===== src/rtl/bfha_ram.sv =====
// generic single-port ram with registered read
module bfha_ram #(
    parameter int WIDTH = 32,
    parameter int DEPTH = 64
) (
    input  logic                     clk,
    input  logic                     we,
    input  logic [$clog2(DEPTH)-1:0] addr,
    input  logic [WIDTH-1:0]         wdata,
    output logic [WIDTH-1:0]         rdata
);
    logic [WIDTH-1:0] mem [DEPTH];

    always_ff @(posedge clk)
    begin
        if (we)
        begin
            mem[addr] <= wdata;
        end
        rdata <= mem[addr];
    end
endmodule


===== config.mk =====
export PLATFORM = sky130hd
export DESIGN_NAME = bfha_ram
export DESIGN_NICKNAME = d
export VERILOG_FILES = /design/src/rtl/bfha_ram.sv
export SDC_FILE = /design/constraint.sdc
export NUM_CORES = 2
export LEC_CHECK = 0
export ABC_CLOCK_PERIOD_IN_PS = 4200
export BUFFER_PORTS_ARGS = -buffer_cell sky130_fd_sc_hd__buf_4
export CORE_MARGIN = 3
export CORE_UTILIZATION = 55
export DETAILED_ROUTE_END_ITERATION = 10
export GPL_TIMING_DRIVEN = 0
export HOLD_SLACK_MARGIN = 0.1
export PLACE_DENSITY_LB_ADDON = 0.2
export SYNTH_ARGS = -nofsm -noshare
export SYNTH_HDL_FRONTEND = slang
export SYNTH_SLANG_ARGS = --single-unit

===== constraint.sdc =====
create_clock -name clk -period 4.2 [get_ports clk]
set_input_delay 0.84 -clock clk [delete_from_list [all_inputs] [get_ports clk]]
set_output_delay 0.84 -clock clk [all_outputs]
set_load 0.02 [all_outputs]

Word level (Yosys, flattened, before mapping):

Memories as Yosys holds them, arrays and structs flattened. A register that Yosys moved wholly into a read port is not among the register bits.
Cells that the tools add are included.

* multiplexer cells: 2

Operators with widths (number)
* $mux W1: 2

* register bits: 0
* RAM bits: 2048
* input port bits: 40
* output and inout bits: 32
* word-level logic and storage cells: 3
* memories: 1

Memories
* mem: depth 64, bits a word 32, read ports 1, clocked after Yosys merged registers in 1, wr ports 1, RTL line 12 `logic [WIDTH-1:0] mem [DEPTH];`

Longest topological paths before layout:

* depth in word-level cells: 2
* mapped depth: 13
* depth with buffers taken out: 6

Least setup slack after synthesis:

OpenSTA, ideal clock, no wires.

* path kind: input -> register
* from: in addr[2]
* to: mem mem[15][0], enable pin
* data arrival time: 3.658 ns
* required time: 3.779 ns
* setup slack: 0.121 ns
* stages on the path: 8
* buffers on the path: 6
* cells stage by stage: buf_2 buf_2 buf_2 buf_2 buf_2 buf_2 nand3_1 nor2_1

RTL lines
* start, declared: RTL line 8 `input logic [$clog2(DEPTH)-1:0] addr,`
* end, declared: RTL line 12

Straight into the memory's write port.

Worst setup path after layout:

* from: in addr[2]
* to: mem mem[42][17], enable pin

Straight into the memory's write port.

==> results.yml <==
pwr:
  cellInternalPower_w: 0.0333
  vdd.ir_drop.worst_v: 0.000454
  power.share.combinational_pct: 5.9
  power_switching_share_pct: 22.4
  power_per_cell_area_mw_per_mm2: 472
  power.net_switching_w: 0.00961
  clock_power_share_pct: 40.5
  seqPwrFrac_pct: 53.7
  leakage_nw: 29.2
  finalPower_w: 0.0429
synthesis:
  yosys_most_used_dff: "edfxtp_1"
  postSynthNetCount: 4279
  ys.warnings.count: 0
  syn_area_per_cell_um2: 18.6
  synthesis.area_mm2: 0.0789
  yosys.cell_types.count: 56
  synth-edff-count: 2048
  netlist_instances: 4239
  ys_async_sr_fraction_pct: 0
  synth.yosys.seq_area_share_pct: 78.7
  synth.ff_latch_count: 2080
run:
  cap_viol_max_count: 0
timing:
  max_slew_margin_pct: 7.43
  clock_skew_ns: 0.0310
  tightestPinTransition_ns: 1.39
  grt_setup_unrepaired: "yes"
  hold_viol: 0
  final_max_slew_viol_count: 0
  clock.fmax_ghz: 0.225
  final.min_clock_period_ns: 4.45
  report.final.setup_viol: 1011
  final_critical_path_setup_slack_ns: -0.250
  period_share_pct: 106
clocking:
  cell_at_the_root_of_the_clock_tree: "clkbuf_16"
  clkTransAtPathRegs_ns: 0.06
  cts-hold-fix-buffers: 0
  cts-root-to-sink-buffers: 3
  clock_tree.htree_level_count: 4
  cts_tree: "built"
  cts_num_sinks: 2080
  numCtsBuffers: 201
  worst_skew_pair_latency_ns: 0.86
critical_path:
  arrival_ns: 5.02
  reg2reg_slack_ns: 1.16
  worstSetupPathType: "input port to flop"
  critPathLaunchType: "input port"
  data_required_time_of_the_worst_path_ns: 4.77
  critical_path.slowest_cell: "nand2_1"
  worst_setup_path_end_kind: "flop"
  reg2reg_depth: 5
  worst_path_largest_cell_delay_ns: 0.71
  crit_path_cell_trace: "buf_4 > buf_2 > buf_2 > buf_2 > buf_2 > buf_2 > buf_2 > nor2b_1 > nand2_1 > nor2_4 > buf_12"
  crit_path_frequent_cell: "buf_2"
  critPathMaxFanout: 17
placement:
  portBuffers: 70
  dpl.hpwl_um: 149000
  gp_congestion: 0.983
  placed_cell_area_mm2: 0.0838
global_route:
  grtUsageMet3_pct: 7.80
  groute.usage.overall_pct: 31.2
  number_of_antenna_violations_at_the_first_check_in_global_routing: 11
  grt_met2_usage_pct: 47.3
  pin_count_of_the_biggest_net_entering_global_routing: 65
  overflow: 0
  global_route.peak_usage_layer: "met2"
  global_route.usage.met1_pct: 42.1
  number_of_global_route_vias_before_repair: 43900
  first_pass_grt_wire_length_um: 324000
floorplan:
  floorplan.initialDensity_pct: 55.5
  fp.coreArea_mm2: 0.142
  die_h_um: 385
  design.die.area_mm2: 0.148
  die-width_um: 385
  core.rowCount: 138
  number_of_placed_i_o_pins: 72
routing:
  detail_route.iter0.violations: 7041
  remaining_drc_errors: 0
  post_drt_via_cell_ratio: 6.80
  totalWireLength_um: 231000
  detail-route-antenna-nets: 0
  vias: 45500
  detail_route.wl_per_cell_um: 34.6
  detailedRoute.firstPassIterationCount: 6
layout:
  area_growth_pct: 15.2
  nets: 4664
  register_area_mm2: 0.0621
  fillerInstances: 9583
  design_area_mm2: 0.0909
  multiInputGateArea_mm2: 0.0161
  post_route_cells_drive_above_1_share_pct: 18.5
status:
  outcome: "complete, but fails checks"
  violations_in_the_final_reports: "setup timing"
worst_hold_path:
  min_path_type: "input port to flop"
  whs_path_depth: 1
cells in the mapped netlist (2+ instances only):
library cell	n	area [um2]
clkbuf_1	168	631
dfxtp_1	32	641
nand3b_1	2	15.0
nand2b_1	18	113
nor3_1	22	110
buf_1	33	124
edfxtp_1	2048	61500
buf_6	2	22.5
o221ai_1	6	52.6
or4b_1	14	140
a22oi_1	188	1410
buf_12	3	60.1
buf_4	8	60.1
a22o_1	66	578
nand3_1	54	270
buf_2	83	415
nor2_1	145	544
o22a_1	70	613
or4_1	15	113
mux4_2	96	2160
a2111oi_0	15	131
a222oi_1	16	160
o21ai_0	84	420
or3_1	4	25.0
nand4_1	3	18.8
o22ai_1	93	582
o311ai_0	2	17.5
a221o_1	15	150
a21oi_1	121	606
nor2b_1	8	50.1
o2bb2ai_1	15	131
mux2i_1	259	2590
nand2_1	28	105
and3b_1	2	17.5
a221oi_1	175	1530
and3_1	85	532
nor4_1	14	87.6
mux2_2	147	1660
and2_1	5	31.3
a211oi_1	17	128
a31oi_1	43	269
layer usage:
| metal | up-vias | share of wire (%) |
|---|---|---|
| met5 | - | 0.020 |
| met4 | 8 | 6.3 |
| met3 | 645 | 12 |
| met2 | 3237 | 45 |
| met1 | 23100 | 36 |
| li1 | 18500 | - |
path summary, 6_finish.rpt:
| kind | start | end |
|---|---|---|
| max | addr[2] | mem[42][17] |
| min | wdata[26] | mem[52][26] |
| max reg2reg | mem[15][23] | rdata[23] |
| min reg2reg | mem[4][12] | rdata[12] |
state kept, by name (all words and copies together) (netlist names):
signal,count
mem,2048
rdata,32
worst max-delay path, delay by kind of cell:
family | cells | cell delay, ns
buffers and inverters | 8 | 2.90
and+or+nand+nor | 3 | 1.20
through the flow:
step	hold WS (ns)	utilization, %	setup WS (ns)	TNS [ns]	cells
finish	0.545	64.0	-0.250	-135.02	6689
global route	0.547	64.0	-0.203	-126.49	6681
CTS	0.498	63.9	0.00317	0	6681
detailed placement	0.685	58.9	-1.67	-1904.45	6266
global placement	0.678	57.6	-3.25	-5389.34	6199
floorplan	0.564	-	0.121	0	4239
final cells by class:
class,instances,share of cell area [%]
buffer,297,1.46
antenna,8,0.0220
inverter,2,0.00826
tap,1890,2.60
timing repair buffer,183,2.97
sequential,2080,68.3
clock buffer,283,6.08
multi-input combinational,1859,17.7
clock inverter,87,0.852
cell usage in the layout (no fill, tap or decap), types with 64 or more instances in the layout:
cell / count
a21oi_1: 121
a221oi_1: 175
a22o_1: 66
a22oi_1: 188
and3_1: 85
buf_12: 80
buf_2: 84
buf_4: 95
clkbuf_1: 228
clkbuf_16: 201
edfxtp_1: 2048
mux2_2: 147
mux2i_1: 259
mux4_2: 96
nor2_1: 79
nor2_4: 64
o21ai_0: 84
o22a_1: 70
o22ai_1: 93
power groups by stage:
| stage | Sequential [W] | Combinational (W) | Clock (W) |
|---|---|---|---|
| CTS | 0.0230 | 0.00245 | 0.0174 |
| finish | 0.0230 | 0.00251 | 0.0174 |
| floorplan | 0.0235 | 0.00110 | 0 |
| global route | 0.0230 | 0.00259 | 0.0183 |
| detailed placement | 0.0235 | 0.00242 | 0 |
| global placement | 0.0235 | 0.00233 | 0 |
cell families (layout without fill, tap and decap cells):
family | Yosys count | count (layout) | share of synthesized area (%)
flops | 2080 | 2080 | 78.7
compound gates | 933 | 933 | 8.66
mux | 502 | 502 | 8.12
simple gates | 424 | 424 | 2.81
buf+inv | 300 | 852 | 1.68
other cells | 0 | 8 | 0
repair_timing:
| action | in CTS | in global routing |
|---|---|---|
| gates resized for setup | 32 | 15 |
| endpoints found under the setup margin | 1039 | 1599 |
| buffers inserted | 46 | 0 |
| gates cloned | 0 | 0 |
| pin swaps | 26 | 0 |
(Power assumes the default switching activity.)
